--- src/sv/assert_macros.svh ---
// assertion helpers for the cut vertex search
`ifndef ASSERT_MACROS_SVH
`define ASSERT_MACROS_SVH

// property checked on every clock edge out of reset
`define ASSERT_CLK(label, prop, msg) \
    label: assert property (@(posedge clk) disable iff (!rst_n) (prop)) else $error(msg);

// implication checked on every clock edge out of reset
`define ASSERT_IMP(label, ante, cons, msg) \
    label: assert property (@(posedge clk) disable iff (!rst_n) (ante) |-> (cons)) \
        else $error(msg);

`endif

--- src/sv/apf_pkg.sv ---
`default_nettype none
package apf_pkg;
    localparam int MAX_VERTICES_DEF = 16;
    localparam int ROW_W = 16;
    localparam int CNT_W = 5;
    localparam int VTX_W = 4;
    localparam logic [0:0] REG_VERTEX_COUNT = 1'b0;
    localparam logic [0:0] REG_IGNORE_ISOLATED = 1'b1;

    typedef enum logic [3:0] {
        ST_LOAD,
        ST_INIT,
        ST_ROOT,
        ST_SCAN,
        ST_POP,
        ST_CUTV,
        ST_CUTW,
        ST_ISO,
        ST_ISOW,
        ST_EMIT
    } state_t;
endpackage
`default_nettype wire

--- src/sv/apf_ram.sv ---
`default_nettype none
module apf_ram #(
    parameter int WIDTH = 16,
    parameter int DEPTH = 16
) (
    input  wire logic                     clk,
    input  wire logic                     we,
    input  wire logic [$clog2(DEPTH)-1:0] waddr,
    input  wire logic [WIDTH-1:0]         wdata,
    input  wire logic [$clog2(DEPTH)-1:0] raddr,
    output logic      [WIDTH-1:0]         rdata
);
    logic [WIDTH-1:0] mem [DEPTH];

    always_ff @(posedge clk)
    begin
        if (we)
        begin
            mem[waddr] <= wdata;
        end
        rdata <= mem[raddr];
    end
endmodule
`default_nettype wire

--- src/sv/articulation_point_finder.sv ---
// articulation_point_finder: takes vertex_count adjacency rows, one per request (bit w of
// row v is an edge v->w, rows are used as given, not symmetrized), then runs an iterative
// depth-first search with an explicit stack and gives one result per vertex in index order,
// with cut flag, cut count and component count. While a graph is searched and its results
// go out, stall stays high. Rows are taken one per cycle while stall is low; the search
// walks one matrix entry per cycle from a single registered row memory read, apart from a
// wait for each new row read. Work covers the search scan and the child scan, plus stack
// turns, root checks and the column pass, with one more pass over the rows when
// ignore_isolated is set, and the results go out one per vertex while out_stall is low.
`default_nettype none
`include "assert_macros.svh"
module articulation_point_finder #(
    parameter int MAX_VERTICES = apf_pkg::MAX_VERTICES_DEF
) (
    input  wire logic        clk,
    input  wire logic        rst_n,
    input  wire logic        cfg_we,
    input  wire logic [0:0]  cfg_index,
    input  wire logic [4:0]  cfg_data,
    input  wire logic        in_valid,
    output logic             in_stall,
    input  wire logic [15:0] row_bits,
    output logic             out_valid,
    input  wire logic        out_stall,
    output logic [3:0]       vertex,
    output logic             is_cut,
    output logic [4:0]       cut_total,
    output logic [4:0]       component_total,
    output logic             last
);
    localparam int LIM = (MAX_VERTICES < 16) ? MAX_VERTICES : 16;
    localparam int NP = 31;

    apf_pkg::state_t state_reg, state_next;
    logic [4:0]  vcount_reg;
    logic        ignore_reg;
    logic [4:0]  n_act;
    logic [4:0]  row_reg, row_next;
    logic [15:0] visited_reg, visited_next;
    logic [15:0] cut_reg, cut_next;
    logic [4:0]  parent_reg [16];
    logic [4:0]  disc_reg [16];
    logic [4:0]  low_reg [16];
    logic [3:0]  stv_reg [16];
    logic [4:0]  stn_reg [16];
    logic [4:0]  sp_reg, sp_next;
    logic [4:0]  time_reg, time_next;
    logic [4:0]  root_reg, root_next;
    logic [4:0]  v_reg, v_next;
    logic [4:0]  w_reg, w_next;
    logic [4:0]  kids_reg, kids_next;
    logic        flag_reg, flag_next;
    logic        wait_reg, wait_next;
    logic [4:0]  cuts_reg, cuts_next;
    logic [4:0]  comps_reg, comps_next;
    logic [15:0] colmask_reg, colmask_next;

    logic        ram_we;
    logic [3:0]  ram_waddr, ram_raddr;
    logic [15:0] ram_rdata;

    // stack side effects decided in the comb block
    logic        do_open, do_pop, do_adv, do_back;
    logic [3:0]  open_v;
    logic [3:0]  top_v;
    logic [3:0]  cur_v;
    logic [4:0]  cur_w;

    apf_ram #(.WIDTH(16), .DEPTH(16)) u_adj (
        .clk   (clk),
        .we    (ram_we),
        .waddr (ram_waddr),
        .wdata (row_bits),
        .raddr (ram_raddr),
        .rdata (ram_rdata)
    );

    always_comb
    begin
        n_act = vcount_reg;
        if (n_act < 5'd1)
        begin
            n_act = 5'd1;
        end
        if (n_act > 5'(LIM))
        begin
            n_act = 5'(LIM);
        end
    end

    assign in_stall = (state_reg != apf_pkg::ST_LOAD);
    assign ram_we = in_valid && !in_stall;
    assign ram_waddr = row_reg[3:0];
    assign top_v = stv_reg[sp_reg[3:0] - 4'd1];
    assign cur_w = stn_reg[sp_reg[3:0] - 4'd1];

    always_ff @(posedge clk or negedge rst_n)
    begin
        if (!rst_n)
        begin
            vcount_reg <= 5'd16;
            ignore_reg <= 1'b0;
        end
        else if (cfg_we)
        begin
            case (cfg_index)
                apf_pkg::REG_VERTEX_COUNT:    vcount_reg <= cfg_data;
                apf_pkg::REG_IGNORE_ISOLATED: ignore_reg <= cfg_data[0];
                default: ;
            endcase
        end
    end

    always_comb
    begin
        state_next = state_reg;
        row_next = row_reg;
        visited_next = visited_reg;
        cut_next = cut_reg;
        sp_next = sp_reg;
        time_next = time_reg;
        root_next = root_reg;
        v_next = v_reg;
        w_next = w_reg;
        kids_next = kids_reg;
        flag_next = flag_reg;
        wait_next = 1'b0;
        cuts_next = cuts_reg;
        comps_next = comps_reg;
        colmask_next = colmask_reg;
        do_open = 1'b0;
        do_pop = 1'b0;
        do_adv = 1'b0;
        do_back = 1'b0;
        open_v = 4'd0;
        cur_v = top_v;
        ram_raddr = top_v;
        out_valid = 1'b0;
        case (state_reg)
            apf_pkg::ST_LOAD:
            begin
                if (in_valid)
                begin
                    row_next = row_reg + 5'd1;
                    if (row_reg + 5'd1 >= n_act)
                    begin
                        row_next = 5'd0;
                        state_next = apf_pkg::ST_INIT;
                    end
                end
            end
            apf_pkg::ST_INIT:
            begin
                visited_next = '0;
                cut_next = '0;
                sp_next = '0;
                time_next = '0;
                root_next = '0;
                cuts_next = '0;
                comps_next = '0;
                state_next = apf_pkg::ST_ROOT;
            end
            apf_pkg::ST_ROOT:
            begin
                if (root_reg >= n_act)
                begin
                    v_next = '0;
                    w_next = '0;
                    kids_next = '0;
                    flag_next = 1'b0;
                    wait_next = 1'b1;
                    state_next = apf_pkg::ST_CUTW;
                end
                else if (visited_reg[root_reg[3:0]])
                begin
                    root_next = root_reg + 5'd1;
                end
                else
                begin
                    do_open = 1'b1;
                    open_v = root_reg[3:0];
                    visited_next[root_reg[3:0]] = 1'b1;
                    time_next = time_reg + 5'd1;
                    sp_next = sp_reg + 5'd1;
                    comps_next = comps_reg + 5'd1;
                    root_next = root_reg + 5'd1;
                    wait_next = 1'b1;
                    state_next = apf_pkg::ST_SCAN;
                end
            end
            apf_pkg::ST_SCAN:
            begin
                // row of the stack top is read in the cycle before its bits are used
                if (wait_reg)
                begin
                    wait_next = 1'b0;
                end
                else if (cur_w >= n_act)
                begin
                    do_pop = 1'b1;
                    sp_next = sp_reg - 5'd1;
                    wait_next = 1'b1;
                    state_next = (sp_reg == 5'd1) ? apf_pkg::ST_ROOT : apf_pkg::ST_SCAN;
                end
                else
                begin
                    do_adv = 1'b1;
                    if (ram_rdata[cur_w[3:0]])
                    begin
                        if (!visited_reg[cur_w[3:0]])
                        begin
                            do_open = 1'b1;
                            open_v = cur_w[3:0];
                            visited_next[cur_w[3:0]] = 1'b1;
                            time_next = time_reg + 5'd1;
                            if (sp_reg < 5'd16)
                            begin
                                sp_next = sp_reg + 5'd1;
                            end
                            wait_next = 1'b1;
                        end
                        else if (cur_w != parent_reg[top_v])
                        begin
                            do_back = 1'b1;
                        end
                    end
                end
            end
            apf_pkg::ST_CUTW:
            begin
                cur_v = v_reg[3:0];
                ram_raddr = v_reg[3:0];
                if (wait_reg)
                begin
                    wait_next = 1'b0;
                end
                else if (w_reg >= n_act)
                begin
                    if (parent_reg[v_reg[3:0]] == 5'(NP))
                    begin
                        if (kids_reg > 5'd1)
                        begin
                            cut_next[v_reg[3:0]] = 1'b1;
                            cuts_next = cuts_reg + 5'd1;
                        end
                    end
                    else if (flag_reg)
                    begin
                        cut_next[v_reg[3:0]] = 1'b1;
                        cuts_next = cuts_reg + 5'd1;
                    end
                    v_next = v_reg + 5'd1;
                    w_next = '0;
                    kids_next = '0;
                    flag_next = 1'b0;
                    wait_next = 1'b1;
                    if (v_reg + 5'd1 >= n_act)
                    begin
                        v_next = '0;
                        colmask_next = '0;
                        state_next = apf_pkg::ST_ISOW;
                    end
                end
                else
                begin
                    if (parent_reg[w_reg[3:0]] == v_reg && ram_rdata[w_reg[3:0]])
                    begin
                        kids_next = kids_reg + 5'd1;
                        if (low_reg[w_reg[3:0]] >= disc_reg[v_reg[3:0]])
                        begin
                            flag_next = 1'b1;
                        end
                    end
                    w_next = w_reg + 5'd1;
                end
            end
            apf_pkg::ST_ISOW:
            begin
                // pass one: gather column bits over all rows
                ram_raddr = v_reg[3:0];
                if (wait_reg)
                begin
                    wait_next = 1'b0;
                end
                else
                begin
                    colmask_next = colmask_reg | ram_rdata;
                    v_next = v_reg + 5'd1;
                    wait_next = 1'b1;
                    if (v_reg + 5'd1 >= n_act)
                    begin
                        v_next = '0;
                        state_next = ignore_reg ? apf_pkg::ST_ISO : apf_pkg::ST_EMIT;
                    end
                end
            end
            apf_pkg::ST_ISO:
            begin
                ram_raddr = v_reg[3:0];
                if (wait_reg)
                begin
                    wait_next = 1'b0;
                end
                else
                begin
                    if (((ram_rdata & ((16'd1 << n_act) - 16'd1)) == '0)
                        && !colmask_reg[v_reg[3:0]] && comps_reg != '0)
                    begin
                        comps_next = comps_reg - 5'd1;
                    end
                    v_next = v_reg + 5'd1;
                    wait_next = 1'b1;
                    if (v_reg + 5'd1 >= n_act)
                    begin
                        v_next = '0;
                        state_next = apf_pkg::ST_EMIT;
                    end
                end
            end
            apf_pkg::ST_EMIT:
            begin
                out_valid = 1'b1;
                if (!out_stall)
                begin
                    v_next = v_reg + 5'd1;
                    if (v_reg + 5'd1 >= n_act)
                    begin
                        state_next = apf_pkg::ST_LOAD;
                    end
                end
            end
            default: state_next = apf_pkg::ST_LOAD;
        endcase
    end

    // column mask must only see active columns
    logic [15:0] nmask;
    assign nmask = (16'd1 << n_act) - 16'd1;

    always_ff @(posedge clk or negedge rst_n)
    begin
        if (!rst_n)
        begin
            state_reg <= apf_pkg::ST_LOAD;
            row_reg <= '0;
            visited_reg <= '0;
            cut_reg <= '0;
            sp_reg <= '0;
            time_reg <= '0;
            root_reg <= '0;
            v_reg <= '0;
            w_reg <= '0;
            kids_reg <= '0;
            flag_reg <= 1'b0;
            wait_reg <= 1'b0;
            cuts_reg <= '0;
            comps_reg <= '0;
            colmask_reg <= '0;
        end
        else
        begin
            state_reg <= state_next;
            row_reg <= (cfg_we && cfg_index == apf_pkg::REG_VERTEX_COUNT) ? 5'd0 : row_next;
            visited_reg <= visited_next;
            cut_reg <= cut_next;
            sp_reg <= sp_next;
            time_reg <= time_next;
            root_reg <= root_next;
            v_reg <= v_next;
            w_reg <= w_next;
            kids_reg <= kids_next;
            flag_reg <= flag_next;
            wait_reg <= wait_next;
            cuts_reg <= cuts_next;
            comps_reg <= comps_next;
            colmask_reg <= colmask_next & nmask;
        end
    end

    always_ff @(posedge clk)
    begin
        if (state_reg == apf_pkg::ST_INIT)
        begin
            for (int i = 0; i < 16; i++)
            begin
                parent_reg[i] <= 5'(NP);
                disc_reg[i] <= '0;
                low_reg[i] <= '0;
            end
        end
        else
        begin
            if (do_adv)
            begin
                stn_reg[sp_reg[3:0] - 4'd1] <= cur_w + 5'd1;
            end
            if (do_open)
            begin
                disc_reg[open_v] <= time_reg + 5'd1;
                low_reg[open_v] <= time_reg + 5'd1;
                if (state_reg == apf_pkg::ST_SCAN)
                begin
                    parent_reg[open_v] <= {1'b0, cur_v};
                end
                if (sp_reg < 5'd16)
                begin
                    stv_reg[sp_reg[3:0]] <= open_v;
                    stn_reg[sp_reg[3:0]] <= '0;
                end
            end
            if (do_back && disc_reg[cur_w[3:0]] < low_reg[top_v])
            begin
                low_reg[top_v] <= disc_reg[cur_w[3:0]];
            end
            if (do_pop && sp_reg > 5'd1)
            begin
                if (low_reg[top_v] < low_reg[stv_reg[sp_reg[3:0] - 4'd2]])
                begin
                    low_reg[stv_reg[sp_reg[3:0] - 4'd2]] <= low_reg[top_v];
                end
            end
        end
    end

    assign vertex = v_reg[3:0];
    assign is_cut = cut_reg[v_reg[3:0]];
    assign cut_total = cuts_reg;
    assign component_total = comps_reg;
    assign last = (v_reg + 5'd1 == n_act);

    `ASSERT_IMP(a_stall_busy, out_valid, in_stall, "input taken while results pending")
    `ASSERT_CLK(a_sp_range, sp_reg <= 5'd16, "search stack overflow")
    `ASSERT_IMP(a_cut_count, out_valid, $countones(cut_reg) == cuts_reg, "cut count mismatch")
    `ASSERT_IMP(a_last_once, out_valid && last && !out_stall, ##1 !out_valid,
        "results continue after last")
endmodule
`default_nettype wire
--- config.mk ---
export PLATFORM = sky130hd
export DESIGN_NAME = articulation_point_finder
export DESIGN_NICKNAME = d
export VERILOG_FILES = /design/src/sv/apf_pkg.sv /design/src/sv/apf_ram.sv /design/src/sv/articulation_point_finder.sv
export VERILOG_INCLUDE_DIRS = /design/src /design/src/sv
export SDC_FILE = /design/constraint.sdc
export NUM_CORES = 2
export LEC_CHECK = 0
export BUFFER_PORTS_ARGS = -buffer_cell sky130_fd_sc_hd__buf_2
export CORE_ASPECT_RATIO = 2
export CORE_UTILIZATION = 65
export CTS_BUF_LIST = sky130_fd_sc_hd__clkbuf_4 sky130_fd_sc_hd__clkbuf_8
export DETAILED_ROUTE_END_ITERATION = 12
export HOLD_SLACK_MARGIN = 0.08
export PLACE_DENSITY = 0.82
export SYNTH_ARGS = -nofsm -noshare
export SYNTH_HDL_FRONTEND = slang
export SYNTH_SLANG_ARGS = --single-unit
--- constraint.sdc ---
create_clock -name clk -period 21.1 [get_ports clk]
set_input_delay 2.11 -clock clk [delete_from_list [all_inputs] [get_ports clk]]
set_output_delay 2.11 -clock clk [all_outputs]
set_load 0.02 [all_outputs]
==> summary.md <==
| Metric | Value |
|---|---|
| Antenna violations before repair | `9` |
| DRC Markers | `0` |
| Main synth FF type | `edfxtp_1` |
| Crit path time final | `9.41 ns` |
| Synthesized instance count | `~3500` |
| Setup Skew | `0.0308 ns` |
| Max Fclk | `106 MHz` |
| # Max-Cap Violations | `0` |
| Vias in the first global route | `between 30000 and 40000` |
| Post-synth ARST share | `between 10 and 15%` |
| NumNets Final | `~3500` |
| Final hold vios | `0` |
| Startpoint types | `flip-flop` |
| Synth top area cells | `edfxtp_1 (41%), mux4_2 (8.1%), dfrtp_1 (6.5%)` |
| CTS resizes | `0` |
| Synth cell count leaders | `edfxtp_1 (544), nand2_1 (409), nor2_1 (334), a21oi_1 (210), clkbuf_1 (177)` |
| Worst Hold Class | `reg2reg` |
| Initial Util | `66.1%` |
| Hold Buf Count CTS | `0` |
| Clk_lat worst skew | `approximately 0.77 ns` |
| Maximum clock insertion buffer count | `3` |
| Die area | `around 62000 µm²` |
| DRT iter0 DRCs | `~3500` |
| Post-synth EDFFs | `~540` |
| Tot GR Track Use | `~40%` |
| #FFs+latches synth | `between 700 and 800` |
| Critical Path AT | `9.81 ns` |
| Top reg by flops | `u_adj.mem` |
| Io pins | `45` |
| Mean routed wirelength per cell | `~28 µm` |
| Die X | `~180 µm` |
| CP Max Fanout | `between 50 and 60` |
| CORE AREA | `between 60000 and 70000 µm²` |
| Rows | `approximately 130` |
| Mapped Area | `between 30000 and 40000 µm²` |
| Synth-to-Final Area Change | `6.93%` |
| Num CTS Buffers | `between 90 and 100` |
| Setup tns final | `0 ns` |
| Clk slew on worst S/H paths | `0.08 ns` |
| RSZ-0062 raised after global routing | `no` |
| Post-route cell area | `approximately 43000 µm²` |
| Yosys warnings | `0` |
| Share of layout cells above drive strength 1 | `14.9%` |
| Most common cell in the netlist | `edfxtp_1` |
| Drt via density | `~7` |
| H-tree levels | `3` |
| Final setup vio count | `0` |
| HPWL Detailed | `approximately 84 mm` |
| Max_slew headroom | `13.7%` |
| Mean Syn Cell Area | `roughly 11 µm²` |
| Sink Count | `between 700 and 800` |
| Max reg flops | `256` |
| Height of the chip | `approximately 350 µm` |
| Worst Setup End Kind | `flip-flop` |
| Vias | `roughly 30000` |
| Routed WL | `between 100 and 150 mm` |
| Buffers inserted by post-CTS timing repair | `0` |
| Slew @ Worst Pin | `~1.3 ns` |
| First-pass GRT wire length | `approximately 180 mm` |
| I/O Buffers | `44` |
| Pre-Repair DR Iteration Count | `6` |
| Cell variety after synth | `between 90 and 100` |
| CTS tree | `built` |
| Post-synth top area cell | `edfxtp_1` |
| Sequential area share after synthesis | `between 50% and 60%` |
| WP data required | `21.49 ns` |
| Total congestion overflow | `0` |
| Synthesized net count | `around 3600` |
| Status | `finished, final reports clean` |
| DRT antenna net count | `0` |
| DP Area | `between 40000 and 50000 µm²` |
| CTS Root Cell | `clkbuf_8` |
| Hold WS | `0.453 ns` |
| Largest net degree at the start of global routing | `86` |
| GPL Wtd Cong | `slightly above 1` |
| WS Path Type | `reg2reg` |
| Slew Viols, Final | `0` |
| Tcrit/Tclk final | `between 40% and 50%` |
| Top-area cell type share of the netlist area | `around two fifths` |
## area by class of cell
type                    instances  area (µm²)
flip-flops and latches        761       21200
repair buffers                111         723
multi-input cells            2397       17200
well taps                     774         968
clock inverters                47         382
diodes                         10        25.0
fillers                      4055       17700
clock buffers                 136        1740
inverters                      65         244
## final timing paths
path,from,to,slack [ns],cells after the start
max,sp_reg[0],low_reg[8][0],11.69,19
min,stn_reg[13][3],stn_reg[13][3],0.45,2
max reg2reg,sp_reg[0],low_reg[8][0],11.69,19
min reg2reg,stn_reg[13][3],stn_reg[13][3],0.45,2
max in group asynchronous,rst_n,sp_reg[0],18.40,2
min in group asynchronous,rst_n,cut_reg[0],1.32,1
## routing by layer
layer | track usage, % | up-vias | wire length (µm)
met1 | 39.6 | 14653 | 36200
met2 | 68.7 | 1966 | 61100
met4 | 35.3 | 0 | 12700
li1 | - | 12980 | -
met3 | 8.14 | 725 | 10200
met5 | 0 | - | 0
## worst max-delay path, cell delays in order (launching register included)
cell      delay, ns
dfrtp_4        1.09
clkinv_1       0.54
ha_1           0.50
xnor2_1        1.04
mux2i_4        1.01
inv_1          0.12
buf_4          0.26
ha_1           0.29
nand2b_1       0.14
a21o_1         0.17
a21oi_1        0.18
o21bai_1       0.09
a211o_1        0.40
or2_2          0.40
or3_1          0.40
or2_2          0.57
o221a_2        0.41
o21ai_1        0.08
a221o_1        0.81
o21ai_0        0.49
## kinds of logic after synthesis
| kind of cell | Yosys count | synth area share, % |
|---|---|---|
| AOI/OAI and AO/OA | 721 | 11.8 |
| other | 1 | 0.00943 |
| and+or+nand+nor | 1218 | 14.2 |
| buffers and inverters | 338 | 3.67 |
| DFF | 761 | 53.3 |
| xor gates and xnor gates | 36 | 0.859 |
| muxes | 347 | 13.7 |
| adders and majority gates | 74 | 2.34 |
## placed cells by master (no fill, tap or decap), drive strengths merged, types with 16 or more instances in the layout
| cell | synthesis | routed |
|---|---|---|
| clkbuf | 177 | 137 |
| o21ai | 157 | 157 |
| nor2 | 334 | 334 |
| mux4 | 154 | 154 |
| a21o | 17 | 17 |
| dfxtp | 112 | 112 |
| a211oi | 115 | 115 |
| o22a | 16 | 16 |
| ha | 72 | 72 |
| clkinv | 6 | 37 |
| nand2b | 25 | 25 |
| mux2 | 22 | 22 |
| and4 | 18 | 18 |
| nand2 | 410 | 410 |
| edfxtp | 544 | 544 |
| a311oi | 45 | 45 |
| and3 | 16 | 16 |
| inv | 59 | 63 |
| mux2i | 171 | 171 |
| buf | 96 | 110 |
| nor2b | 25 | 25 |
| xnor2 | 20 | 20 |
| nor3 | 125 | 125 |
| nand3 | 106 | 106 |
| xor2 | 16 | 16 |
| dfrtp | 104 | 104 |
| a21oi | 210 | 210 |
| nand4 | 22 | 22 |
| a31oi | 50 | 50 |
| and2 | 93 | 93 |
## through the flow
stage | utilization (%) | std cells | worst slack [ns]
floorplan | - | 3496 | 13.26
global placement | 67.1 | 4107 | 11.95
detailed placement | 67.1 | 4107 | 11.76
CTS | 70.6 | 4290 | 11.72
global route | 70.6 | 4295 | 10.84
finish | 70.6 | 4301 | 11.69
Power is not shown: default switching activity piles up to over one toggle a cycle in this logic, so the estimate is an artifact.
